--- config.mk ---
export PLATFORM = sky130hd
export DESIGN_NAME = cigar_alignment_score
export DESIGN_NICKNAME = d
export VERILOG_FILES = /design/src/hdl/cas_pkg.sv /design/src/hdl/cigar_alignment_score.sv /design/src/hdl/cas_ctrl.sv /design/src/hdl/cas_dp.sv
export SDC_FILE = /design/constraint.sdc
export NUM_CORES = 2
export LEC_CHECK = 0
export BUFFER_PORTS_ARGS = -buffer_cell sky130_fd_sc_hd__buf_2
export CORE_MARGIN = 5
export CORE_UTILIZATION = 35
export CTS_BUF_LIST = sky130_fd_sc_hd__clkbuf_8 sky130_fd_sc_hd__clkbuf_16
export DETAILED_ROUTE_END_ITERATION = 6
export PLACE_DENSITY = 0.48
export SYNTH_ARGS = -nofsm -noshare
export SYNTH_HDL_FRONTEND = slang
export SYNTH_SLANG_ARGS = --single-unit
--- constraint.sdc ---
create_clock -name clk -period 40.4 [get_ports clk]
set_input_delay 4.04 -clock clk [delete_from_list [all_inputs] [get_ports clk]]
set_output_delay 4.04 -clock clk [all_outputs]
set_load 0.1 [all_outputs]
--- src/hdl/cas_pkg.sv ---
// Shared types, widths and constants for the CIGAR alignment scorer.
// No dependencies; imported by cas_ctrl, cas_dp, cigar_alignment_score and the testbench.
`default_nettype none

package cas_pkg;

    // Field widths
    localparam int OP_W     = 3;
    localparam int LEN_W    = 28;
    localparam int POS_W    = 31;
    localparam int NM_W     = 16;
    localparam int CFG_W    = 8;
    localparam int CFG_IDX_W = 8;
    localparam int SUM_W    = 32;
    localparam int RUN_W    = 16;

    // Run counters stop at this value
    localparam logic [RUN_W-1:0] MAX_OPS = 16'hFFFF;
    localparam logic [SUM_W-1:0] SAT32   = 32'hFFFF_FFFF;

    // Score arithmetic widths
    localparam int N_W     = 44;            // signed raw score
    localparam int NUM_W   = 54;            // signed 1000*n + 499*a
    localparam int MAG_W   = NUM_W - 1;     // magnitude of the dividend
    localparam int DEN_W   = 18;            // 1000*a
    localparam int DIV_CNT_W = $clog2(MAG_W);

    typedef enum logic [OP_W-1:0] {
        OP_M = 3'd0,
        OP_I = 3'd1,
        OP_D = 3'd2,
        OP_N = 3'd3,
        OP_S = 3'd4,
        OP_H = 3'd5
    } op_code_t;

    // Configuration register indexes
    localparam logic [CFG_IDX_W-1:0] REG_MATCH    = 8'd0;
    localparam logic [CFG_IDX_W-1:0] REG_MISMATCH = 8'd1;
    localparam logic [CFG_IDX_W-1:0] REG_GAP_OPEN = 8'd2;
    localparam logic [CFG_IDX_W-1:0] REG_GAP_EXT  = 8'd3;

    // Controller to datapath commands
    typedef struct packed {
        logic acc_en;     // accumulate one op
        logic prep_en;    // start, sums, indel, runs
        logic mul_en;     // products and saturated side outputs
        logic sum_en;     // raw score
        logic scale_en;   // numerator
        logic abs_en;     // sign split, divider load
        logic div_step;   // one quotient bit
        logic fix_en;     // floor correction and saturation
        logic load_out;   // move result to output, clear accumulators
    } cas_cmd_t;

endpackage

`default_nettype wire

--- src/hdl/cigar_alignment_score.sv ---
// Top level of the CIGAR alignment scorer: joins the sequencer and the datapath.
// Depends on cas_pkg, cas_ctrl and cas_dp.
//
// Channel  Direction  Handshake               Payload
// in       input      in_valid / in_ready     op_code, op_length, ref_position, nm_tag, last_op
// out      output     out_valid / out_ready   ref_start, ref_end, edit_distance, score,
//                                             query_length, hard_clipped
// cfg      input      cfg_valid / cfg_ready   cfg_index, cfg_data
//
// A non-final op is accumulated in the idle state: one transaction per clock while accumulating.
// After the final op of an alignment the sequencer steps through PREP, MUL, SUM, SCALE,
// ABS, the restoring divider loop (DIV, one quotient bit a clock), FIX and WAIT before its
// result reaches the output register. The input stays closed throughout.
// A result waiting on out_ready does not block accumulation of the next alignment;
// only the result of the next final op waits in the sequencer, input closed, until
// the output register drains.
// Reset restores the register defaults and clears the accumulators; cfg_ready is
// always high.
`default_nettype none

module cigar_alignment_score
    import cas_pkg::*;
(
    input  wire logic                   clk,
    input  wire logic                   rst_n,
    // op input
    input  wire logic                   in_valid,
    output logic                        in_ready,
    input  wire logic [OP_W-1:0]        op_code,
    input  wire logic [LEN_W-1:0]       op_length,
    input  wire logic [POS_W-1:0]       ref_position,
    input  wire logic [NM_W-1:0]        nm_tag,
    input  wire logic                   last_op,
    // result output
    output logic                        out_valid,
    input  wire logic                   out_ready,
    output logic [POS_W-1:0]            ref_start,
    output logic [SUM_W-1:0]            ref_end,
    output logic [SUM_W-1:0]            edit_distance,
    output logic signed [SUM_W-1:0]     score,
    output logic [SUM_W-1:0]            query_length,
    output logic                        hard_clipped,
    // register writes
    input  wire logic                   cfg_valid,
    output logic                        cfg_ready,
    input  wire logic [CFG_IDX_W-1:0]   cfg_index,
    input  wire logic [CFG_W-1:0]       cfg_data
);

    cas_cmd_t cmd;

    // The user must write registers only while idle; unchecked, so accept every transaction.
    assign cfg_ready = 1'b1;

    cas_ctrl u_ctrl (
        .clk       (clk),
        .rst_n     (rst_n),
        .in_valid  (in_valid),
        .last_op   (last_op),
        .out_ready (out_ready),
        .in_ready  (in_ready),
        .out_valid (out_valid),
        .cmd       (cmd)
    );

    cas_dp u_dp (
        .clk           (clk),
        .rst_n         (rst_n),
        .cmd           (cmd),
        .cfg_wr        (cfg_valid),
        .cfg_index     (cfg_index),
        .cfg_data      (cfg_data),
        .op_code       (op_code),
        .op_length     (op_length),
        .ref_position  (ref_position),
        .nm_tag        (nm_tag),
        .ref_start     (ref_start),
        .ref_end       (ref_end),
        .edit_distance (edit_distance),
        .score         (score),
        .query_length  (query_length),
        .hard_clipped  (hard_clipped)
    );

endmodule

`default_nettype wire

--- src/hdl/cas_ctrl.sv ---
// Sequencer of the CIGAR alignment scorer: accumulate, score steps, divider loop.
// Depends on cas_pkg.
`default_nettype none

module cas_ctrl
    import cas_pkg::*;
(
    input  wire logic     clk,
    input  wire logic     rst_n,
    input  wire logic     in_valid,
    input  wire logic     last_op,
    input  wire logic     out_ready,
    output logic          in_ready,
    output logic          out_valid,
    output cas_cmd_t      cmd
);

    typedef enum logic [3:0] {
        S_IDLE,
        S_PREP,
        S_MUL,
        S_SUM,
        S_SCALE,
        S_ABS,
        S_DIV,
        S_FIX,
        S_WAIT
    } state_t;

    state_t                 state_reg, state_next;
    logic [DIV_CNT_W-1:0]   cnt_reg, cnt_next;
    logic                   out_valid_reg, out_valid_next;

    always_comb
    begin
        state_next     = state_reg;
        cnt_next       = cnt_reg;
        out_valid_next = out_valid_reg && !out_ready;
        cmd            = '0;
        in_ready       = 1'b0;
        case (state_reg)
            S_IDLE:
            begin
                in_ready = 1'b1;
                if (in_valid)
                begin
                    cmd.acc_en = 1'b1;
                    if (last_op)
                        state_next = S_PREP;
                end
            end
            S_PREP:
            begin
                cmd.prep_en = 1'b1;
                state_next  = S_MUL;
            end
            S_MUL:
            begin
                cmd.mul_en = 1'b1;
                state_next = S_SUM;
            end
            S_SUM:
            begin
                cmd.sum_en = 1'b1;
                state_next = S_SCALE;
            end
            S_SCALE:
            begin
                cmd.scale_en = 1'b1;
                state_next   = S_ABS;
            end
            S_ABS:
            begin
                cmd.abs_en = 1'b1;
                cnt_next   = DIV_CNT_W'(MAG_W - 1);
                state_next = S_DIV;
            end
            S_DIV:
            begin
                cmd.div_step = 1'b1;
                if (cnt_reg == '0)
                    state_next = S_FIX;
                else
                    cnt_next = cnt_reg - 1'b1;
            end
            S_FIX:
            begin
                cmd.fix_en = 1'b1;
                state_next = S_WAIT;
            end
            S_WAIT:
            begin
                // hold until the output register is free
                if (!out_valid_reg || out_ready)
                begin
                    cmd.load_out   = 1'b1;
                    out_valid_next = 1'b1;
                    state_next     = S_IDLE;
                end
            end
            default:
            begin
                state_next = S_IDLE;
            end
        endcase
    end

    always_ff @(posedge clk or negedge rst_n)
    begin
        if (!rst_n)
        begin
            state_reg     <= S_IDLE;
            cnt_reg       <= '0;
            out_valid_reg <= 1'b0;
        end
        else
        begin
            state_reg     <= state_next;
            cnt_reg       <= cnt_next;
            out_valid_reg <= out_valid_next;
        end
    end

    assign out_valid = out_valid_reg;

endmodule

`default_nettype wire

--- src/hdl/cas_dp.sv ---
// Datapath of the CIGAR alignment scorer: config registers, accumulators,
// score arithmetic, restoring divider and output registers. Depends on cas_pkg.
`default_nettype none

module cas_dp
    import cas_pkg::*;
(
    input  wire logic                   clk,
    input  wire logic                   rst_n,
    input  wire cas_cmd_t               cmd,
    input  wire logic                   cfg_wr,
    input  wire logic [CFG_IDX_W-1:0]   cfg_index,
    input  wire logic [CFG_W-1:0]       cfg_data,
    input  wire logic [OP_W-1:0]        op_code,
    input  wire logic [LEN_W-1:0]       op_length,
    input  wire logic [POS_W-1:0]       ref_position,
    input  wire logic [NM_W-1:0]        nm_tag,
    output logic [POS_W-1:0]            ref_start,
    output logic [SUM_W-1:0]            ref_end,
    output logic [SUM_W-1:0]            edit_distance,
    output logic signed [SUM_W-1:0]     score,
    output logic [SUM_W-1:0]            query_length,
    output logic                        hard_clipped
);

    // Configuration
    logic [CFG_W-1:0] a_cfg_reg, b_cfg_reg, o_cfg_reg, e_cfg_reg;

    // Accumulators
    logic [SUM_W-1:0] match_reg, ins_reg, del_reg, skip_reg, clip_reg;
    logic [RUN_W-1:0] ins_runs_reg, del_runs_reg;
    logic             hard_reg;
    logic [POS_W-1:0] pos_reg;
    logic [NM_W-1:0]  nm_reg;

    // Score pipeline
    logic [POS_W-1:0]        start_reg;
    logic [SUM_W+1:0]        mds_reg, qsum_reg;
    logic [SUM_W:0]          indel_reg;
    logic [RUN_W:0]          runs_reg;
    logic [CFG_W-1:0]        a_reg;
    logic [CFG_W:0]          amb_reg;
    logic [39:0]             am_reg;
    logic [24:0]             ab_reg, op_reg;
    logic [40:0]             ep_reg;
    logic [SUM_W-1:0]        end_reg, ed_reg, qlen_reg;
    logic signed [N_W-1:0]   n_reg;
    logic signed [NUM_W-1:0] num_reg;
    logic                    neg_reg;
    logic [MAG_W-1:0]        dvd_reg;
    logic [DEN_W-1:0]        rem_reg, den_reg;
    logic signed [SUM_W-1:0] score_stage_reg;

    // Output registers
    logic [POS_W-1:0]        start_out_reg;
    logic [SUM_W-1:0]        end_out_reg, ed_out_reg, qlen_out_reg;
    logic signed [SUM_W-1:0] score_out_reg;
    logic                    hard_out_reg;

    // Accumulate with saturation
    function automatic logic [SUM_W-1:0] sat_acc(input logic [SUM_W-1:0] acc,
                                                 input logic [LEN_W-1:0] len);
        logic [SUM_W:0] s;
        s = {1'b0, acc} + {{(SUM_W-LEN_W+1){1'b0}}, len};
        return s[SUM_W] ? SAT32 : s[SUM_W-1:0];
    endfunction

    function automatic logic [RUN_W-1:0] run_inc(input logic [RUN_W-1:0] c);
        return (c == MAX_OPS) ? MAX_OPS : c + 1'b1;
    endfunction

    // Combinational helpers
    logic [NM_W-1:0]        gap_diff;
    logic [SUM_W+2:0]       end_sum;
    logic [SUM_W:0]         ed_max;
    logic signed [NUM_W-1:0] n_ext, num_next;
    logic [NUM_W-1:0]       num_neg;
    logic [DEN_W:0]         trial;
    logic [MAG_W:0]         fix_t;

    always_comb
    begin
        gap_diff = ({{(SUM_W+1-NM_W){1'b0}}, nm_reg} > indel_reg)
                   ? (nm_reg - indel_reg[NM_W-1:0]) : '0;
        end_sum  = {4'b0, start_reg} + {1'b0, mds_reg};
        ed_max   = ({{(SUM_W+1-NM_W){1'b0}}, nm_reg} > indel_reg)
                   ? {{(SUM_W+1-NM_W){1'b0}}, nm_reg} : indel_reg;
        n_ext    = NUM_W'(n_reg);
        num_next = (n_ext <<< 10) - (n_ext <<< 4) - (n_ext <<< 3)
                   + $signed(NUM_W'({10'b0, a_reg} * 18'd499));
        num_neg  = -num_reg;
        trial    = {rem_reg, dvd_reg[MAG_W-1]} - {1'b0, den_reg};
        fix_t    = {1'b0, dvd_reg} + {{MAG_W{1'b0}}, (rem_reg != '0)};
    end

    always_ff @(posedge clk or negedge rst_n)
    begin
        if (!rst_n)
        begin
            a_cfg_reg    <= 8'd1;
            b_cfg_reg    <= 8'd4;
            o_cfg_reg    <= 8'd6;
            e_cfg_reg    <= 8'd1;
            match_reg    <= '0;
            ins_reg      <= '0;
            del_reg      <= '0;
            skip_reg     <= '0;
            clip_reg     <= '0;
            ins_runs_reg <= '0;
            del_runs_reg <= '0;
            hard_reg     <= 1'b0;
        end
        else
        begin
            if (cfg_wr)
            begin
                case (cfg_index)
                    REG_MATCH:    a_cfg_reg <= cfg_data;
                    REG_MISMATCH: b_cfg_reg <= cfg_data;
                    REG_GAP_OPEN: o_cfg_reg <= cfg_data;
                    REG_GAP_EXT:  e_cfg_reg <= cfg_data;
                    default:      ;
                endcase
            end
            if (cmd.load_out)
            begin
                match_reg    <= '0;
                ins_reg      <= '0;
                del_reg      <= '0;
                skip_reg     <= '0;
                clip_reg     <= '0;
                ins_runs_reg <= '0;
                del_runs_reg <= '0;
                hard_reg     <= 1'b0;
            end
            else if (cmd.acc_en)
            begin
                case (op_code)
                    OP_M: match_reg <= sat_acc(match_reg, op_length);
                    OP_I:
                    begin
                        ins_reg      <= sat_acc(ins_reg, op_length);
                        ins_runs_reg <= run_inc(ins_runs_reg);
                    end
                    OP_D:
                    begin
                        del_reg      <= sat_acc(del_reg, op_length);
                        del_runs_reg <= run_inc(del_runs_reg);
                    end
                    OP_N: skip_reg <= sat_acc(skip_reg, op_length);
                    OP_S: clip_reg <= sat_acc(clip_reg, op_length);
                    OP_H:
                    begin
                        clip_reg <= sat_acc(clip_reg, op_length);
                        hard_reg <= 1'b1;
                    end
                    default: ;
                endcase
            end
        end
    end

    always_ff @(posedge clk)
    begin
        if (cmd.acc_en)
        begin
            pos_reg <= ref_position;
            nm_reg  <= nm_tag;
        end
        if (cmd.prep_en)
        begin
            start_reg <= (pos_reg == '0) ? '0 : pos_reg - 1'b1;
            mds_reg   <= {2'b0, match_reg} + {2'b0, del_reg} + {2'b0, skip_reg};
            qsum_reg  <= {2'b0, match_reg} + {2'b0, ins_reg} + {2'b0, clip_reg};
            indel_reg <= {1'b0, del_reg} + {1'b0, ins_reg};
            runs_reg  <= {1'b0, ins_runs_reg} + {1'b0, del_runs_reg};
            a_reg     <= (a_cfg_reg == '0) ? 8'd1 : a_cfg_reg;
            amb_reg   <= ((a_cfg_reg == '0) ? 9'd1 : {1'b0, a_cfg_reg}) + {1'b0, b_cfg_reg};
        end
        if (cmd.mul_en)
        begin
            am_reg   <= {32'b0, a_reg} * {8'b0, match_reg};
            ab_reg   <= {16'b0, amb_reg} * {9'b0, gap_diff};
            op_reg   <= {17'b0, o_cfg_reg} * {8'b0, runs_reg};
            ep_reg   <= {33'b0, e_cfg_reg} * {8'b0, indel_reg};
            end_reg  <= (end_sum[SUM_W+2:SUM_W] != '0) ? SAT32 : end_sum[SUM_W-1:0];
            ed_reg   <= ed_max[SUM_W] ? SAT32 : ed_max[SUM_W-1:0];
            qlen_reg <= (qsum_reg[SUM_W+1:SUM_W] != '0) ? SAT32 : qsum_reg[SUM_W-1:0];
        end
        if (cmd.sum_en)
        begin
            n_reg <= $signed({4'b0, am_reg}) - $signed({19'b0, ab_reg})
                   - $signed({19'b0, op_reg}) - $signed({3'b0, ep_reg});
        end
        if (cmd.scale_en)
            num_reg <= num_next;
        if (cmd.abs_en)
        begin
            neg_reg <= num_reg[NUM_W-1];
            dvd_reg <= num_reg[NUM_W-1] ? num_neg[MAG_W-1:0] : num_reg[MAG_W-1:0];
            rem_reg <= '0;
            den_reg <= DEN_W'({10'b0, a_reg} * 18'd1000);
        end
        if (cmd.div_step)
        begin
            if (!trial[DEN_W])
            begin
                rem_reg <= trial[DEN_W-1:0];
                dvd_reg <= {dvd_reg[MAG_W-2:0], 1'b1};
            end
            else
            begin
                rem_reg <= {rem_reg[DEN_W-2:0], dvd_reg[MAG_W-1]};
                dvd_reg <= {dvd_reg[MAG_W-2:0], 1'b0};
            end
        end
        if (cmd.fix_en)
        begin
            // floor of a negative quotient drops one more when inexact
            if (neg_reg)
                score_stage_reg <= (fix_t > {{(MAG_W-31){1'b0}}, 32'h8000_0000})
                                   ? 32'sh8000_0000 : $signed(-fix_t[SUM_W-1:0]);
            else
                score_stage_reg <= (dvd_reg > {{(MAG_W-31){1'b0}}, 31'h7FFF_FFFF})
                                   ? 32'sh7FFF_FFFF : $signed(dvd_reg[SUM_W-1:0]);
        end
        if (cmd.load_out)
        begin
            start_out_reg <= start_reg;
            end_out_reg   <= end_reg;
            ed_out_reg    <= ed_reg;
            qlen_out_reg  <= qlen_reg;
            score_out_reg <= score_stage_reg;
            hard_out_reg  <= hard_reg;
        end
    end

    assign ref_start     = start_out_reg;
    assign ref_end       = end_out_reg;
    assign edit_distance = ed_out_reg;
    assign score         = score_out_reg;
    assign query_length  = qlen_out_reg;
    assign hard_clipped  = hard_out_reg;

endmodule

`default_nettype wire

==> results.sh <==
export IMPL_status="completed"
export IMPL_core_area_um2=268000
export IMPL_layout_commonest_cell="inv_1"
export IMPL_avgSynthCellArea_um2=9.72
export IMPL_synth_ff_type="edfxtp_1"
export IMPL_ys_async_sr_fraction_pct=22.4
export IMPL_fin_crit_sh_pct=22.2
export IMPL_cts_buffers=143
export IMPL_grt_pass1_wl_um=448000
export IMPL_multi_input_area_um2=58800
export IMPL_grt_overflow=0
export IMPL_fin_crit_ns=8.95
export IMPL_num_nets_final=11500
export IMPL_synthToLayoutAreaGrowth_pct=10.1
export IMPL_setup_viol=0
export IMPL_io_pins=263
export IMPL_largest_reg_flops=54
export IMPL_finalMaxSlewViolations=0
export IMPL_antenna_found_initial=18
export IMPL_wl_um=291000
export IMPL_synth_edf_count=817
export IMPL_syn_cell_area_um2=94200
export IMPL_post_route_util_pct=38.7
export IMPL_cp_max_fo=41
export IMPL_synth_cell_types=90
export IMPL_slew_headroom_pct=22.4
export IMPL_via_per_inst=5.33
export IMPL_holdBufCountCts=0
export IMPL_grt_total_usage_pct=20.5
export IMPL_worst_hold_path_type="reg -> reg"
export IMPL_syn_nets=11300
export IMPL_drt_iter0_markers=4528
export IMPL_cts_root_buf="clkbuf_16"
export IMPL_cts_buffer_depth=4
export IMPL_fp_dieH_um=529
export IMPL_worstPathRequired_ns=40.90
export IMPL_dp_hpwl_um=224000
export IMPL_gp_congestion=0.900
export IMPL_fillers=26600
export IMPL_drive_above_1_share_pct=6.81
export IMPL_dieArea_um2=280000
export IMPL_yosysTopAreaCellShare_pct=26.0
export IMPL_synth_area_leader_cell="edfxtp_1"
export IMPL_end_kind="flop"
export IMPL_grt_max_degree=117
export IMPL_clk_pin_slew_ns=0.07
export IMPL_slowest_delay_ns=0.65
export IMPL_synth_area_leaders="edfxtp_1 26%, fa_1 15%, ha_1 11%, dfrtp_1 6.1%, xnor2_1 4.0%"
export IMPL_synth_seq_area_share_pct=32.3
export IMPL_cp_arrival_ns=9.46
export IMPL_hold_viol=0
export IMPL_drc_errors=0
export IMPL_cts_setup_buffers=0
export IMPL_fmax_mhz=112
export IMPL_startpoint_type="flop"
export IMPL_clock_sinks=1053
export IMPL_tightestPinTransition_ns=1.15
export IMPL_rows=190
export IMPL_tns_ns=0
export IMPL_ctsHtreeMaxLevel=4
export IMPL_layout_common_cells="1015 x inv_1, 943 x nand2_1, 855 x ha_1, 817 x edfxtp_1, 686 x fa_1"
export IMPL_start_util_pct=35.2
export IMPL_detail_route_wl_per_cell_um=21.6
export IMPL_crit_type="reg -> reg"
export IMPL_grt_pass1_vias=74000
export IMPL_ant_nets=0
export IMPL_skew_ns=0.0719
export IMPL_synthCells=9688
export IMPL_maxCapViolCount=0
export IMPL_port_buffers=261
export IMPL_clock_latency_ns=0.82
export IMPL_synth_seq_cells=1053
export IMPL_tritoncts="built"
export IMPL_dr_total_vias=71900
export IMPL_yosys_warnings=0
export IMPL_drt_pre_antenna_iters=6
export IMPL_die_w_um=529
export IMPL_regArea_um2=30400
export IMPL_cts_resized=0
export IMPL_rsz0062_at_grt="false"
export IMPL_critPathSlowestCell="o41ai_1"
-- final timing paths --
kind | startpoint | end | slack [ns] | depth (start not counted)
min in group asynchronous | rst_n | u_dp.skip_reg[13] | 3.20 | 1
worst max-delay path | u_dp.a_reg[6] | u_dp.num_reg[50] | 31.45 | 32
max in group asynchronous | rst_n | u_dp.match_reg[28] | 35.83 | 2
worst min-delay path | u_dp.ed_reg[2] | u_dp.edit_distance[2] | 0.41 | 0
worst min register to register | u_dp.ed_reg[2] | u_dp.edit_distance[2] | 0.41 | 0
worst max register to register | u_dp.a_reg[6] | u_dp.num_reg[50] | 31.45 | 32
-- through the flow --
| step | cells | instance area [µm²] | worst slack (ns) | hold slack [ns] |
|---|---|---|---|---|
| 6_report | 13500 | 104000 | 31.45 | 0.407 |
| 3_3_place_gp | 13200 | 99200 | 31.50 | 0.403 |
| 4_1_cts | 13500 | 104000 | 31.37 | 0.401 |
| 2_1_floorplan | 9688 | 94200 | 23.33 | 0.400 |
| 5_1_grt | 13500 | 104000 | 30.67 | 0.409 |
| 3_5_place_dp | 13200 | 99200 | 31.40 | 0.405 |
-- critical path: cells and delay by family (launching register included) --
family / cells / cell delay [ns]
flops: 1 / 0.33
simple gates: 2 / 0.51
compound gates: 13 / 3.21
fa+ha+maj: 8 / 3.34
buf+inv: 6 / 0.79
xor+xnor: 3 / 0.47
-- routing by layer --
metal  GRT usage [%]  wire length, µm  vias up
met2            35.4           140000     1560
met5               0                0        -
met4            6.55            10400        0
met3            2.09            11300      425
met1            26.9           129000    35800
li1                -                -    34100
-- cell type report --
type | count | share of cell area [%]
repair buffers | 324 | 1.74
inverters | 991 | 3.59
well taps | 3552 | 4.29
multi-input cells | 7302 | 56.7
diodes | 7 | 0.0169
clock inverters | 90 | 0.684
clock buffers | 154 | 3.62
flip-flops and latches | 1053 | 29.4
-- kinds of logic (layout without fill, tap and decap cells) --
group	count (synthesis)	in the layout	share of synthesized area (%)
other	1	8	0.00398
multiplexers	63	63	0.719
adder cells (fa/ha/maj)	1541	1541	25.9
buffers and inverters	1333	1559	5.38
XOR/XNOR	657	657	6.11
AND/OR/NAND/NOR	2845	2845	14.9
flip-flops	1053	1053	32.3
AO/OA/AOI/OAI	2195	2195	14.7
-- cells in the mapped netlist (217+ instances only) --
cell      instances
o21ai_0         483
ha_1            855
nand2_1         945
dfrtp_1         231
edfxtp_1        817
nand3_1         217
nor2_1          508
xor2_1          230
a21oi_1         662
inv_1           990
fa_1            686
a21o_1          278
clkbuf_1        309
and2_1          327
xnor2_1         427
Power is not shown: default switching activity piles up to over one toggle a cycle in this logic, so the estimate is an artifact.
